`config.mk`:
```
export PLATFORM = sky130hd
export DESIGN_NAME = midi_to_cv_voice_allocator
export DESIGN_NICKNAME = d
export VERILOG_FILES = /design/src/hw/rtl/mcv_pkg.sv /design/src/hw/rtl/midi_to_cv_voice_allocator.sv
export SDC_FILE = /design/constraint.sdc
export NUM_CORES = 2
export LEC_CHECK = 0
export BUFFER_PORTS_ARGS = -buffer_cell sky130_fd_sc_hd__clkbuf_2
export CAP_MARGIN = 5
export CELL_PAD_IN_SITES_DETAIL_PLACEMENT = 0
export CELL_PAD_IN_SITES_GLOBAL_PLACEMENT = 1
export CORE_MARGIN = 3
export CORE_UTILIZATION = 50
export CTS_CLUSTER_DIAMETER = 100
export DETAILED_ROUTE_END_ITERATION = 7
export GPL_ROUTABILITY_DRIVEN = 0
export HOLD_SLACK_MARGIN = 0.03
export PLACE_DENSITY_LB_ADDON = 0.1
export REMOVE_ABC_BUFFERS = 1
export SLEW_MARGIN = 30
export SYNTH_ARGS = -nofsm -noshare
export SYNTH_HDL_FRONTEND = slang
export SYNTH_SLANG_ARGS = --single-unit
```
`constraint.sdc`:
```
create_clock -name clk -period 9.9 [get_ports clk]
set_input_delay 0.99 -clock clk [delete_from_list [all_inputs] [get_ports clk]]
set_output_delay 0.99 -clock clk [all_outputs]
set_load 0.005 [all_outputs]
```
`src/hw/rtl/mcv_pkg.sv`:
```
// Shared types and constants for the MIDI-to-CV voice allocator.
`default_nettype none

package mcv_pkg;

    // Voice bank geometry
    localparam int SLOTS = 16;

    // Reset values of a voice slot
    localparam logic [6:0]  NOTE_RESET  = 7'd60;
    localparam logic [13:0] BEND_CENTRE = 14'd8192;

    // Controller numbers and the pedal threshold
    localparam logic [6:0] CC_MOD       = 7'h01;
    localparam logic [6:0] CC_SUSTAIN   = 7'h40;
    localparam logic [6:0] CC_ALL_OFF   = 7'h7b;
    localparam logic [6:0] PEDAL_THRESH = 7'd64;

    // Channel message kinds (high nibble of the status byte)
    localparam logic [3:0] KIND_NOTE_OFF = 4'h8;
    localparam logic [3:0] KIND_NOTE_ON  = 4'h9;
    localparam logic [3:0] KIND_POLY_AT  = 4'ha;
    localparam logic [3:0] KIND_CC       = 4'hb;
    localparam logic [3:0] KIND_CHAN_AT  = 4'hd;
    localparam logic [3:0] KIND_BEND     = 4'he;

    // Status bytes from here up carry no channel
    localparam logic [7:0] STATUS_SYSTEM = 8'hf0;

    // Allocation modes
    localparam logic [1:0] MODE_ROTATE = 2'd0;
    localparam logic [1:0] MODE_REUSE  = 2'd1;
    localparam logic [1:0] MODE_RESET  = 2'd2;
    localparam logic [1:0] MODE_MPE    = 2'd3;

    // Configuration register indexes
    localparam logic [1:0] REG_FILTER = 2'd0;
    localparam logic [1:0] REG_VOICES = 2'd1;
    localparam logic [1:0] REG_MODE   = 2'd2;

    typedef struct packed {
        logic       func;
        logic [7:0] status_byte;
        logic [6:0] data_one;
        logic [6:0] data_two;
    } msg_t;

    typedef struct packed {
        logic [3:0]  voice_index;
        logic [6:0]  note_number;
        logic        gate_on;
        logic [6:0]  velocity;
        logic [6:0]  aftertouch;
        logic [13:0] pitch_bend;
        logic [6:0]  mod_wheel;
        logic        last_voice;
    } result_t;

    // One word of the voice memory (gates live in flops)
    typedef struct packed {
        logic [6:0]  note;
        logic [6:0]  vel;
        logic [6:0]  press;
        logic [13:0] bend;
        logic [6:0]  modw;
    } voice_t;

    localparam voice_t VOICE_RESET = '{
        note:  NOTE_RESET,
        vel:   7'd0,
        press: 7'd0,
        bend:  BEND_CENTRE,
        modw:  7'd0
    };

    typedef enum logic [3:0] {
        ST_IDLE,
        ST_DECODE,
        ST_HRD,
        ST_HCHK,
        ST_HEND,
        ST_PUSH,
        ST_PICK,
        ST_ROT,
        ST_SRD,
        ST_SWR,
        ST_SEND,
        ST_TRD,
        ST_TUSE,
        ST_OUT
    } state_t;

    // Per-slot operation applied during a voice memory scan
    typedef enum logic [3:0] {
        OP_POLY_AT,
        OP_MOD,
        OP_BEND,
        OP_PRESS,
        OP_PEDAL,
        OP_REUSE,
        OP_UP,
        OP_NOTE,
        OP_TOP
    } op_t;

endpackage

`default_nettype wire

```
`src/hw/rtl/midi_to_cv_voice_allocator.sv`:
```
// Top level of the MIDI-to-CV voice allocator: sequencer, voice memory and held-note stack.
//
// Usage: raise start with a message on msg; it is transferred when start is high and busy
// is low. A panic item (func set) clears every voice. The block then emits 16 results,
// one per voice slot, each on result for exactly one cycle with result_valid high;
// last_voice marks slot 15. The receiver cannot hold results off.
// Configuration goes over cfg_valid/cfg_ready with cfg_index and cfg_data; cfg_ready is
// high only while idle. A change of voice count or mode clears the voice state.
// Work per item: the held-stack search walks the stack memory one entry at a time, the rotate
// search checks one slot per cycle, and the voice memory scan reads then writes back each slot.
// With a shallow stack that is full, a second stack walk drops the oldest note. Results follow
// as a burst on consecutive cycles, each slot passing the registered memory read, then the
// output register.
// Reset: asynchronous, active low; voices read back as their reset values through
// per-slot valid bits, so no clearing pass is needed. The held stack needs no clearing.
`default_nettype none

module midi_to_cv_voice_allocator #(
    parameter int MAX_VOICES = 16,
    parameter int HELD_DEPTH = 128
) (
    input  wire logic              clk,
    input  wire logic              rst_n,
    input  wire logic              start,
    output logic                   busy,
    input  wire mcv_pkg::msg_t     msg,
    output logic                   result_valid,
    output mcv_pkg::result_t       result,
    input  wire logic              cfg_valid,
    output logic                   cfg_ready,
    input  wire logic [1:0]        cfg_index,
    input  wire logic [4:0]        cfg_data
);

    import mcv_pkg::*;

    localparam int IW = (HELD_DEPTH > 1) ? $clog2(HELD_DEPTH) : 1;
    localparam int CW = $clog2(HELD_DEPTH + 1);

    // Memories
    voice_t     vmem [SLOTS];
    logic [6:0] hmem [HELD_DEPTH];

    // Control state
    state_t      state_reg, state_next;
    logic [4:0]  filter_reg, filter_next;
    logic [4:0]  vc_reg, vc_next;
    logic [1:0]  mode_reg, mode_next;
    logic        sustain_reg, sustain_next;
    logic [4:0]  ptr_reg, ptr_next;
    logic [CW-1:0] count_reg, count_next;
    logic [127:0] held_map_reg, held_map_next;
    logic [15:0] valid_reg, valid_next;
    logic [15:0] gate_reg, gate_next;
    logic        res_valid_reg, res_valid_next;
    logic [3:0]  out_k_reg, out_k_next;
    logic        v_rout_reg, v_rout_next;

    // Working registers
    msg_t        msg_reg, msg_next;
    logic [CW-1:0] h_idx_reg, h_idx_next;
    logic        found_reg, found_next;
    logic        drop_reg, drop_next;
    logic        down_reg, down_next;
    op_t         op_reg, op_next;
    logic [3:0]  scan_k_reg, scan_k_next;
    logic [3:0]  scan_end_reg, scan_end_next;
    logic [3:0]  v_reg, v_next;
    logic [4:0]  rot_i_reg, rot_i_next;
    logic [6:0]  note0_reg, note0_next;
    logic [6:0]  top_reg, top_next;
    logic        top_gate_reg, top_gate_next;
    result_t     res_reg, res_next;
    voice_t      v_rdata_reg;
    logic [3:0]  v_ridx_reg;
    logic [6:0]  h_rdata_reg;

    // Memory port controls
    logic        v_re, v_we;
    logic [3:0]  v_raddr, v_waddr;
    voice_t      v_wdata;
    logic        h_re, h_we;
    logic [IW-1:0] h_raddr, h_waddr;
    logic [6:0]  h_wdata;

    // Helpers
    logic        do_clear;
    voice_t      ve, vw;
    logic [3:0]  kind, chan;
    logic [6:0]  d1, d2;
    logic        pass;
    logic [4:0]  vc_sat;
    logic [3:0]  last_slot;
    logic [4:0]  ptr_inc, ptr_step;
    logic [3:0]  free_idx;
    logic        free_found;
    logic [CW-1:0] h_idx_m1, count_m1;
    logic        h_match;

    assign busy         = (state_reg != ST_IDLE);
    assign cfg_ready    = (state_reg == ST_IDLE);
    assign result_valid = res_valid_reg;
    assign result       = res_reg;

    assign kind      = msg_reg.status_byte[7:4];
    assign chan      = msg_reg.status_byte[3:0];
    assign d1        = msg_reg.data_one;
    assign d2        = msg_reg.data_two;
    assign last_slot = 4'(vc_reg - 5'd1);
    assign h_idx_m1  = h_idx_reg - CW'(1);
    assign count_m1  = count_reg - CW'(1);

    // Entry read back from the voice memory, reset value if never written
    assign ve = valid_reg[v_ridx_reg] ? v_rdata_reg : VOICE_RESET;

    // Channel filter
    always_comb
    begin
        pass = 1'b1;
        if (filter_reg != 5'd0 && msg_reg.status_byte < STATUS_SYSTEM)
        begin
            pass = ({1'b0, chan} == 5'(filter_reg - 5'd1));
        end
    end

    // Voice count saturation
    always_comb
    begin
        vc_sat = cfg_data;
        if (cfg_data == 5'd0)
        begin
            vc_sat = 5'd1;
        end
        else if (cfg_data > 5'(MAX_VOICES))
        begin
            vc_sat = 5'(MAX_VOICES);
        end
    end

    // Rotate pointer step, wrapping at the voice count
    always_comb
    begin
        ptr_inc  = ptr_reg + 5'd1;
        ptr_step = (ptr_inc >= vc_reg) ? 5'd0 : ptr_inc;
    end

    // First free voice for reset mode, else the last voice in use
    always_comb
    begin
        free_idx   = last_slot;
        free_found = 1'b0;
        for (int k = 0; k < SLOTS; k++)
        begin
            if (!free_found && (5'(k) < vc_reg) && !gate_reg[k])
            begin
                free_idx   = 4'(k);
                free_found = 1'b1;
            end
        end
    end

    // Stack entry match: by note, or the oldest entry when dropping
    assign h_match = drop_reg ? (h_idx_reg == CW'(0)) : (h_rdata_reg == d1);

    // Sequencer: next state, memory controls and working registers
    always_comb
    begin
        state_next     = state_reg;
        filter_next    = filter_reg;
        vc_next        = vc_reg;
        mode_next      = mode_reg;
        sustain_next   = sustain_reg;
        ptr_next       = ptr_reg;
        count_next     = count_reg;
        held_map_next  = held_map_reg;
        valid_next     = valid_reg;
        gate_next      = gate_reg;
        msg_next       = msg_reg;
        h_idx_next     = h_idx_reg;
        found_next     = found_reg;
        drop_next      = drop_reg;
        down_next      = down_reg;
        op_next        = op_reg;
        scan_k_next    = scan_k_reg;
        scan_end_next  = scan_end_reg;
        v_next         = v_reg;
        rot_i_next     = rot_i_reg;
        note0_next     = note0_reg;
        top_next       = top_reg;
        top_gate_next  = top_gate_reg;
        out_k_next     = (state_reg == ST_OUT) ? 4'(out_k_reg + 4'd1) : 4'd0;
        v_rout_next    = 1'b0;
        do_clear       = 1'b0;

        v_re    = 1'b0;
        v_raddr = scan_k_reg;
        v_we    = 1'b0;
        v_waddr = scan_k_reg;
        vw      = ve;
        h_re    = 1'b0;
        h_raddr = h_idx_reg[IW-1:0];
        h_we    = 1'b0;
        h_waddr = count_reg[IW-1:0];
        h_wdata = d1;

        // Output register takes the voice memory read data in the cycle after it arrives
        res_valid_next = v_rout_reg;
        res_next       = res_reg;
        if (v_rout_reg)
        begin
            res_next.voice_index = v_ridx_reg;
            res_next.note_number = ve.note;
            res_next.gate_on     = gate_reg[v_ridx_reg];
            res_next.velocity    = ve.vel;
            res_next.aftertouch  = ve.press;
            res_next.pitch_bend  = ve.bend;
            res_next.mod_wheel   = ve.modw;
            res_next.last_voice  = (v_ridx_reg == 4'(SLOTS - 1));
        end

        case (state_reg)
            ST_IDLE:
            begin
                if (cfg_valid)
                begin
                    case (cfg_index)
                        REG_FILTER: filter_next = cfg_data;
                        REG_VOICES:
                        begin
                            if (vc_sat != vc_reg)
                            begin
                                vc_next  = vc_sat;
                                do_clear = 1'b1;
                            end
                        end
                        REG_MODE:
                        begin
                            if (cfg_data[1:0] != mode_reg)
                            begin
                                mode_next = cfg_data[1:0];
                                do_clear  = 1'b1;
                            end
                        end
                        default: ;
                    endcase
                end
                if (start)
                begin
                    msg_next   = msg;
                    state_next = ST_DECODE;
                end
            end

            ST_DECODE:
            begin
                h_idx_next = '0;
                found_next = 1'b0;
                drop_next  = 1'b0;
                state_next = ST_OUT;
                if (msg_reg.func)
                begin
                    do_clear = 1'b1;
                end
                else if (pass)
                begin
                    case (kind)
                        KIND_NOTE_OFF, KIND_NOTE_ON:
                        begin
                            down_next  = (kind == KIND_NOTE_ON) && (d2 != 7'd0);
                            state_next = held_map_reg[d1] ? ST_HRD : ST_HEND;
                        end
                        KIND_POLY_AT:
                        begin
                            op_next       = OP_POLY_AT;
                            scan_k_next   = 4'd0;
                            scan_end_next = 4'(SLOTS - 1);
                            state_next    = ST_SRD;
                        end
                        KIND_CC:
                        begin
                            if (d1 == CC_MOD)
                            begin
                                op_next       = OP_MOD;
                                scan_k_next   = (mode_reg == MODE_MPE) ? chan : 4'd0;
                                scan_end_next = (mode_reg == MODE_MPE) ? chan : 4'd0;
                                state_next    = ST_SRD;
                            end
                            else if (d1 == CC_SUSTAIN)
                            begin
                                if (d2 >= PEDAL_THRESH)
                                begin
                                    sustain_next = 1'b1;
                                end
                                else if (sustain_reg)
                                begin
                                    // Pedal released
                                    sustain_next = 1'b0;
                                    if (vc_reg == 5'd1)
                                    begin
                                        if (count_reg != CW'(0))
                                        begin
                                            top_gate_next = 1'b0;
                                            state_next    = ST_TRD;
                                        end
                                    end
                                    else
                                    begin
                                        op_next       = OP_PEDAL;
                                        scan_k_next   = 4'd0;
                                        scan_end_next = last_slot;
                                        state_next    = ST_SRD;
                                    end
                                end
                            end
                            else if (d1 == CC_ALL_OFF && d2 == 7'd0)
                            begin
                                do_clear = 1'b1;
                            end
                        end
                        KIND_CHAN_AT:
                        begin
                            op_next       = OP_PRESS;
                            scan_k_next   = (mode_reg == MODE_MPE) ? chan : 4'd0;
                            scan_end_next = (mode_reg == MODE_MPE) ? chan : 4'(SLOTS - 1);
                            state_next    = ST_SRD;
                        end
                        KIND_BEND:
                        begin
                            op_next       = OP_BEND;
                            scan_k_next   = (mode_reg == MODE_MPE) ? chan : 4'd0;
                            scan_end_next = (mode_reg == MODE_MPE) ? chan : 4'd0;
                            state_next    = ST_SRD;
                        end
                        default: ;
                    endcase
                end
            end

            // Held stack walk: find the entry, then close the gap behind it
            ST_HRD:
            begin
                if (h_idx_reg >= count_reg)
                begin
                    state_next = ST_HEND;
                end
                else
                begin
                    h_re       = 1'b1;
                    state_next = ST_HCHK;
                end
            end

            ST_HCHK:
            begin
                if (found_reg)
                begin
                    h_we    = 1'b1;
                    h_waddr = h_idx_m1[IW-1:0];
                    h_wdata = h_rdata_reg;
                end
                if (h_match && !found_reg)
                begin
                    found_next = 1'b1;
                    if (drop_reg)
                    begin
                        held_map_next[h_rdata_reg] = 1'b0;
                    end
                end
                h_idx_next = h_idx_reg + CW'(1);
                state_next = ST_HRD;
            end

            ST_HEND:
            begin
                if (found_reg)
                begin
                    count_next = count_m1;
                    if (!drop_reg)
                    begin
                        held_map_next[d1] = 1'b0;
                    end
                end
                if (drop_reg || down_reg)
                begin
                    state_next = ST_PUSH;
                end
                else if (sustain_reg)
                begin
                    state_next = ST_OUT;
                end
                else
                begin
                    op_next       = OP_UP;
                    scan_k_next   = 4'd0;
                    scan_end_next = last_slot;
                    state_next    = ST_SRD;
                end
            end

            ST_PUSH:
            begin
                if (count_reg >= CW'(HELD_DEPTH) && !drop_reg)
                begin
                    // Full stack: drop the oldest note first
                    drop_next  = 1'b1;
                    h_idx_next = '0;
                    found_next = 1'b0;
                    state_next = ST_HRD;
                end
                else
                begin
                    h_we              = 1'b1;
                    count_next        = count_reg + CW'(1);
                    held_map_next[d1] = 1'b1;
                    drop_next         = 1'b0;
                    state_next        = ST_PICK;
                end
            end

            // Voice choice
            ST_PICK:
            begin
                found_next = 1'b0;
                rot_i_next = 5'd0;
                op_next    = OP_NOTE;
                state_next = ST_SRD;
                if (mode_reg == MODE_MPE)
                begin
                    v_next        = chan;
                    scan_k_next   = chan;
                    scan_end_next = chan;
                end
                else if (vc_reg == 5'd1)
                begin
                    v_next        = 4'd0;
                    scan_k_next   = 4'd0;
                    scan_end_next = 4'd0;
                end
                else if (mode_reg == MODE_REUSE)
                begin
                    op_next       = OP_REUSE;
                    scan_k_next   = 4'd0;
                    scan_end_next = last_slot;
                end
                else if (mode_reg == MODE_ROTATE)
                begin
                    state_next = ST_ROT;
                end
                else
                begin
                    v_next        = free_idx;
                    scan_k_next   = free_idx;
                    scan_end_next = free_idx;
                end
            end

            // Rotate search, one slot a cycle; the step after a full lap is taken as is
            ST_ROT:
            begin
                ptr_next   = ptr_step;
                rot_i_next = rot_i_reg + 5'd1;
                if (rot_i_reg == vc_reg || !gate_reg[ptr_step[3:0]])
                begin
                    op_next       = OP_NOTE;
                    v_next        = ptr_step[3:0];
                    scan_k_next   = ptr_step[3:0];
                    scan_end_next = ptr_step[3:0];
                    state_next    = ST_SRD;
                end
            end

            // Voice memory scan: read, then modify and write back
            ST_SRD:
            begin
                v_re       = 1'b1;
                state_next = ST_SWR;
            end

            ST_SWR:
            begin
                case (op_reg)
                    OP_POLY_AT:
                    begin
                        if (ve.note == d1)
                        begin
                            vw.press = d2;
                        end
                        v_we = 1'b1;
                    end
                    OP_MOD:
                    begin
                        vw.modw = d2;
                        v_we    = 1'b1;
                    end
                    OP_BEND:
                    begin
                        vw.bend = {d2, d1};
                        v_we    = 1'b1;
                    end
                    OP_PRESS:
                    begin
                        vw.press = d1;
                        v_we     = 1'b1;
                    end
                    OP_PEDAL:
                    begin
                        if (gate_reg[scan_k_reg])
                        begin
                            gate_next[scan_k_reg] = held_map_reg[ve.note];
                        end
                    end
                    OP_REUSE:
                    begin
                        if (ve.note == d1 && !found_reg)
                        begin
                            found_next = 1'b1;
                            v_next     = scan_k_reg;
                        end
                    end
                    OP_UP:
                    begin
                        if (ve.note == d1)
                        begin
                            gate_next[scan_k_reg] = 1'b0;
                        end
                        if (scan_k_reg == 4'd0)
                        begin
                            note0_next = ve.note;
                        end
                    end
                    OP_NOTE:
                    begin
                        vw.note               = d1;
                        vw.vel                = d2;
                        gate_next[scan_k_reg] = 1'b1;
                        v_we                  = 1'b1;
                    end
                    OP_TOP:
                    begin
                        vw.note = top_reg;
                        if (top_gate_reg)
                        begin
                            gate_next[scan_k_reg] = 1'b1;
                        end
                        v_we = 1'b1;
                    end
                    default: ;
                endcase
                if (v_we)
                begin
                    valid_next[scan_k_reg] = 1'b1;
                end
                if (scan_k_reg == scan_end_reg)
                begin
                    state_next = ST_SEND;
                end
                else
                begin
                    scan_k_next = scan_k_reg + 4'd1;
                    state_next  = ST_SRD;
                end
            end

            ST_SEND:
            begin
                state_next = ST_OUT;
                case (op_reg)
                    OP_REUSE:
                    begin
                        if (found_reg)
                        begin
                            op_next       = OP_NOTE;
                            scan_k_next   = v_reg;
                            scan_end_next = v_reg;
                            state_next    = ST_SRD;
                        end
                        else
                        begin
                            rot_i_next = 5'd0;
                            state_next = ST_ROT;
                        end
                    end
                    OP_UP:
                    begin
                        // Mono: fall back to the most recent held note
                        if (vc_reg == 5'd1 && d1 == note0_reg && count_reg != CW'(0))
                        begin
                            top_gate_next = 1'b1;
                            state_next    = ST_TRD;
                        end
                    end
                    default: ;
                endcase
            end

            // Read the top of the held stack
            ST_TRD:
            begin
                h_re       = 1'b1;
                h_raddr    = count_m1[IW-1:0];
                state_next = ST_TUSE;
            end

            ST_TUSE:
            begin
                top_next      = h_rdata_reg;
                op_next       = OP_TOP;
                scan_k_next   = 4'd0;
                scan_end_next = 4'd0;
                state_next    = ST_SRD;
            end

            // Read out all slots, one a cycle
            ST_OUT:
            begin
                v_re        = 1'b1;
                v_raddr     = out_k_reg;
                v_rout_next = 1'b1;
                if (out_k_reg == 4'(SLOTS - 1))
                begin
                    state_next = ST_IDLE;
                end
            end

            default: state_next = ST_IDLE;
        endcase

        v_wdata = vw;

        // Panic, all notes off or voice reconfiguration
        if (do_clear)
        begin
            valid_next    = '0;
            gate_next     = '0;
            sustain_next  = 1'b0;
            ptr_next      = 5'h1f;
            count_next    = '0;
            held_map_next = '0;
        end
    end

    // Control registers
    always_ff @(posedge clk or negedge rst_n)
    begin
        if (!rst_n)
        begin
            state_reg     <= ST_IDLE;
            filter_reg    <= 5'd0;
            vc_reg        <= 5'd1;
            mode_reg      <= MODE_ROTATE;
            sustain_reg   <= 1'b0;
            ptr_reg       <= 5'h1f;
            count_reg     <= '0;
            held_map_reg  <= '0;
            valid_reg     <= '0;
            gate_reg      <= '0;
            res_valid_reg <= 1'b0;
            out_k_reg     <= 4'd0;
            v_rout_reg    <= 1'b0;
        end
        else
        begin
            state_reg     <= state_next;
            filter_reg    <= filter_next;
            vc_reg        <= vc_next;
            mode_reg      <= mode_next;
            sustain_reg   <= sustain_next;
            ptr_reg       <= ptr_next;
            count_reg     <= count_next;
            held_map_reg  <= held_map_next;
            valid_reg     <= valid_next;
            gate_reg      <= gate_next;
            res_valid_reg <= res_valid_next;
            out_k_reg     <= out_k_next;
            v_rout_reg    <= v_rout_next;
        end
    end

    // Working registers
    always_ff @(posedge clk)
    begin
        msg_reg      <= msg_next;
        h_idx_reg    <= h_idx_next;
        found_reg    <= found_next;
        drop_reg     <= drop_next;
        down_reg     <= down_next;
        op_reg       <= op_next;
        scan_k_reg   <= scan_k_next;
        scan_end_reg <= scan_end_next;
        v_reg        <= v_next;
        rot_i_reg    <= rot_i_next;
        note0_reg    <= note0_next;
        top_reg      <= top_next;
        top_gate_reg <= top_gate_next;
        res_reg      <= res_next;
    end

    // Voice memory, registered read
    always_ff @(posedge clk)
    begin
        if (v_we)
        begin
            vmem[v_waddr] <= v_wdata;
        end
        if (v_re)
        begin
            v_rdata_reg <= vmem[v_raddr];
            v_ridx_reg  <= v_raddr;
        end
    end

    // Held-note stack memory, registered read
    always_ff @(posedge clk)
    begin
        if (h_we)
        begin
            hmem[h_waddr] <= h_wdata;
        end
        if (h_re)
        begin
            h_rdata_reg <= hmem[h_raddr];
        end
    end

endmodule

`default_nettype wire

```
* Word-level counts from Yosys, hierarchy flattened
Memories as Yosys holds them, arrays and structs flattened. A register that Yosys moved wholly into a read port is not among the register bits. Index checks and enable logic that the tools add are counted.
Word-level totals: register bits after elaboration 318, memories 2, input bits 34, output and inout port bits 51, memory bits (writable) 1568
Operators by class: reduce and logical (&&, ||, !) cells 134, multiplexer cells 233, add/subtract/negate cells 10, order comparisons 31, bitwise logic cells 10, eq/ne operators 88
Memories:
- hmem | words 128, bits a word 7, read ports 1, clocked after Yosys merged registers in 1, wr ports 1, RTL line midi_to_cv_voice_allocator.sv:42 | logic [6:0] hmem [HELD_DEPTH];
- vmem | words 16, bits a word 42, read ports 1, clocked after Yosys merged registers in 1, wr ports 1, RTL line midi_to_cv_voice_allocator.sv:41 | voice_t vmem [SLOTS];
Operators with widths (count):
- $mux W128 | 6
- $pmux W128 S3 | 1
- $mux W4 | 82
- $and A128 B128 Y128 | 2
- $not A128 Y128 | 2
- $mux W16 | 8
- $or A128 B128 Y128 | 1
- $mux W42 | 2
- $mux W1 | 71
- $pmux W16 S4 | 1
- $eq A4 B4 Y1 const B | 15
- $mux W7 | 8
- $pmux W4 S14 | 1
- $pmux W4 S6 | 2
- $ne A2 B2 Y1 const B | 23
- $logic_and A1 B1 Y1 | 42
- $lt A4 B5 Y1 const A | 8
- $pmux W4 S3 | 3
- $mux W5 | 7
- $logic_not A1 Y1 | 34
- $eq A4 B3 Y1 const B | 8
- $mux W8 | 4
- $or A16 B16 Y16 | 2
- $pmux W4 S4 | 2
- other kinds (83) | 171

* Depth between registers and ports, before layout
depth in word-level cells 68, mapped depth 14

* Worst setup path before layout
Ideal clock, no wire load.
path kind reg-to-reg, from register state_reg[0], to register, netlist name v_rdata_reg[0], stages on the path, launching flop included 5, period minus slack after synthesis 6.259 ns, arrival 5.679 ns, setup time 0.581 ns, setup slack 3.641 ns, data required time 9.319 ns, cells stage by stage dfrtp_1 buf_2 clkbuf_1 nor2b_1 nor4b_1
Between the ends: cells in the longest elaborated chain, start to end 3, elaborated cells between the ends (all ways) 5, those cells by class 2 x eq/ne; 2 x mux; 1 x reduce/logical
Ends and longest elaborated chain:
- from (decl) | RTL line midi_to_cv_voice_allocator.sv:45 | state_t state_reg, state_next;
- from (signal assigned) | RTL line midi_to_cv_voice_allocator.sv:663 | state_reg <= state_next;
- $eq A4 B4 Y1 | RTL line midi_to_cv_voice_allocator.sv:221 | case (state_reg)
- $reduce_or A2 Y1 (no source line) *
- $mux W1 * | RTL line midi_to_cv_voice_allocator.sv:221
- net v_re | RTL line midi_to_cv_voice_allocator.sv:79 | logic v_re, v_we;
The timed path passes the listed nets; every way through them passes the cells marked *. A chain may end at the register's enable or synchronous reset.

* Worst setup path after layout
from register state_reg[1], to register h_rdata_reg[2] (read register of hmem) (data pin)
Between the ends: cells in the longest elaborated chain, start to end 2, elaborated cells between the ends (all ways) 4, those cells by class 2 x eq/ne; 2 x mux
Ends and longest elaborated chain:
- $eq A4 B4 Y1 / $eq A4 B2 Y1 (equally long branches) | RTL line midi_to_cv_voice_allocator.sv:221
- $pmux W1 S2 / $mux W7 (equally long branches) | RTL line midi_to_cv_voice_allocator.sv:221
- to (decl) | RTL line midi_to_cv_voice_allocator.sv:76 | logic [6:0] h_rdata_reg;
Parallel ways exist; a longest one is shown, timed or not.

==> impl_metrics.yaml <==
floorplanning:
  start_util_pct: 50.6
  die_x_um: 416
  die_h_um: 416
  fp.coreArea_um2: 166000
  rows: 149
  io_pins: 85
  fp.dieArea_um2: 173000
worst_hold_path:
  hp-class: "primary input to async pin"
clocking:
  cts_tree: "built"
  root_buffer: "clkbuf_16"
  insertion_delay_ns: 0.85
  cts_setup_buffers: 0
  clockBufferDepth: 3
  cts.hold.buffers_added: 0
  ctsResizeCount: 0
  clock-sinks: 1935
  numCtsBuffers: 199
  htree_levels: 4
  clk_pin_slew_worst_paths_ns: 0.06
placed_design:
  place_area_um2: 87100
  hpwlAfterDp_mm: 143
  dp_cells: 8087
  dp_slack_ns: 4.87
  port_buffers: 84
timing:
  finalMaxSlewViolations: 0
  max_freq_mhz: 195
  finalCriticalPeriod_ns: 5.13
  fin_crit_sh_pct: 51.8
  hold_viol: 0
  clock_skew_ns: 0.0397
  tightest_slew_ns: 1.08
  slew_headroom_pct: 27.7
  finalSetupViolCount: 0
  rsz0062_at_grt: "no"
  whs_ns: 0.0998
  fin_setup_tns_ns: 0
  worst_slack_ns: 4.77
finish:
  fin_util_pct: 56.4
  largest_reg_flops: 896
  drive_gt1_share_pct: 15.6
  nFillCells: 13300
  final_area_um2: 93700
  synthToLayoutAreaGrowth_pct: 11.4
  diodes: 0
  final_cell_count_no_fill: 8462
  final_nets: 6166
flow_run:
  maxCapViolations: 0
logic_synthesis:
  synth_cell_types: 90
  synth.area.top_cells: "edfxtp_1 (62%), mux4_2 (7.1%), dfrtp_1 (5.7%)"
  ys_warn_count: 0
  netlist_top_cells_count: "edfxtp_1 (1739), nand2_1 (904), nor2_1 (477)"
  synth_top_cell_area_share_pct: 62.1
  yosysTopAreaCell: "edfxtp_1"
  syn_area_per_cell_um2: 13.8
  ys_ff_latch: 1935
  async_flop_share_pct: 10.1
  synth.most_common_cell: "edfxtp_1"
  synth-edff-count: 1739
  seq_area_frac_synth_pct: 67.9
  netlist_area_um2: 84100
  ys_dominant_reg_cell: "edfxtp_1"
  postSynthCellCount: 6091
detailed_routing:
  drc: 0
  drt-pass1-iter-count: 6
  via_per_inst: 6.36
  antenna_left: 0
  num_vias: 53800
  wl_per_cell_um: 29.6
  first_iter_violations: 6600
  wl_mm: 250
worst_setup_path:
  cp.arrival_ns: 5.72
  cp_max_fo: 75
  cp-end-kind: "flop"
  cp-start-kind: "flop"
  critPathKind: "flop to flop"
  required_ns: 10.49
grt:
  grtUsageTotal_pct: 28.7
  grt_pass1_vias: 52000
  grt_pass1_wl_mm: 367
  overflow: 0
  grt_max_degree: 158
  antenna_found_initial: 7
power_and_ir_drop:
  vdd_drop_max_v: 0.000332
  leakage_nw: 31.3
  cellPowerDensity_nw_per_um2: 287
  finalPower_mw: 26.9
status:
  outcome: "completed"
final timing paths:
kind,startpoint,endpoint,slack [ns],depth (start not counted)
min,rst_n,filter_reg[3],0.1,1
max,state_reg[1],h_rdata_reg[2],4.77,11
min reg2reg,valid_reg[10],valid_reg[10],0.50,2
max in group asynchronous,rst_n,held_map_reg[53],8.60,3
min in group clk,msg[2],d2[2],0.34,1
max reg2reg,state_reg[1],h_rdata_reg[2],4.77,11
per-layer routing:
| metal | part of all wire [%] | GRT usage (%) | up-vias |
|---|---|---|---|
| met2 | 45 | 43.2 | 2505 |
| met5 | 0.0056 | 0 | - |
| met1 | 43 | 42.5 | 27500 |
| met4 | 3.1 | 9.21 | 2 |
| met3 | 8.3 | 5.49 | 483 |
| li1 | - | - | 23300 |
critical path, cell delays in order (launching register included):
cell	delay [ns]
dfrtp_1	0.85
nand4b_4	0.47
a21oi_4	0.26
buf_4	0.53
buf_12	0.33
buf_16	0.48
mux4_2	0.59
mux2i_1	0.35
nor2_1	0.07
a21oi_1	0.33
o211ai_1	0.21
and4_1	0.27
power by group:
group          internal (mW)  switching [mW]
Sequential              10.7           0.787
Clock                   4.26            3.20
Combinational           2.62            5.32
Total                   17.5            9.30
final cells by class:
cell class	instances	area, um2	area share (%)
Tap cell	2189	2740	2.92
Timing Repair Buffer	209	1600	1.70
Sequential cell	1935	57100	61.0
Clock inverter	127	1100	1.17
Multi-Input combinational cell	3701	25500	27.3
Inverter	56	223	0.238
Clock buffer	245	5360	5.72
logic make-up (layout without fill, tap and decap cells):
family / count (synthesis) / after routing / share of synthesized area, %
compound gates: 986 / 986 / 7.58
xor+xnor: 70 / 70 / 0.754
fa+ha+maj: 30 / 30 / 0.446
buf+inv: 455 / 637 / 2.22
flops: 1935 / 1935 / 67.9
mux: 481 / 481 / 9.92
simple gates: 2134 / 2134 / 11.2
cells in the final DEF, fill, tap and decap left out, types with 18 or more instances in the layout:
cell	count
clkinv_2	43
mux2_2	112
o22ai_1	29
clkbuf_1	33
clkinv_1	49
nand2b_1	35
nor2_1	449
clkbuf_2	83
xor2_1	29
xnor2_1	39
and2_1	46
mux4_2	267
a21oi_1	289
buf_4	105
dfrtp_1	189
edfxtp_1	1739
o221ai_1	30
and3_1	58
clkbuf_16	206
a211oi_1	35
o21ai_1	22
nor2b_1	30
nor3_1	105
a221oi_1	18
mux2i_1	88
nand3_1	389
o211ai_1	75
a22oi_1	46
nor2_4	20
ha_1	30
nand2_1	903
inv_1	51
a31oi_1	65
a311oi_1	85
o21ai_0	159
(Power assumes the default switching activity.)
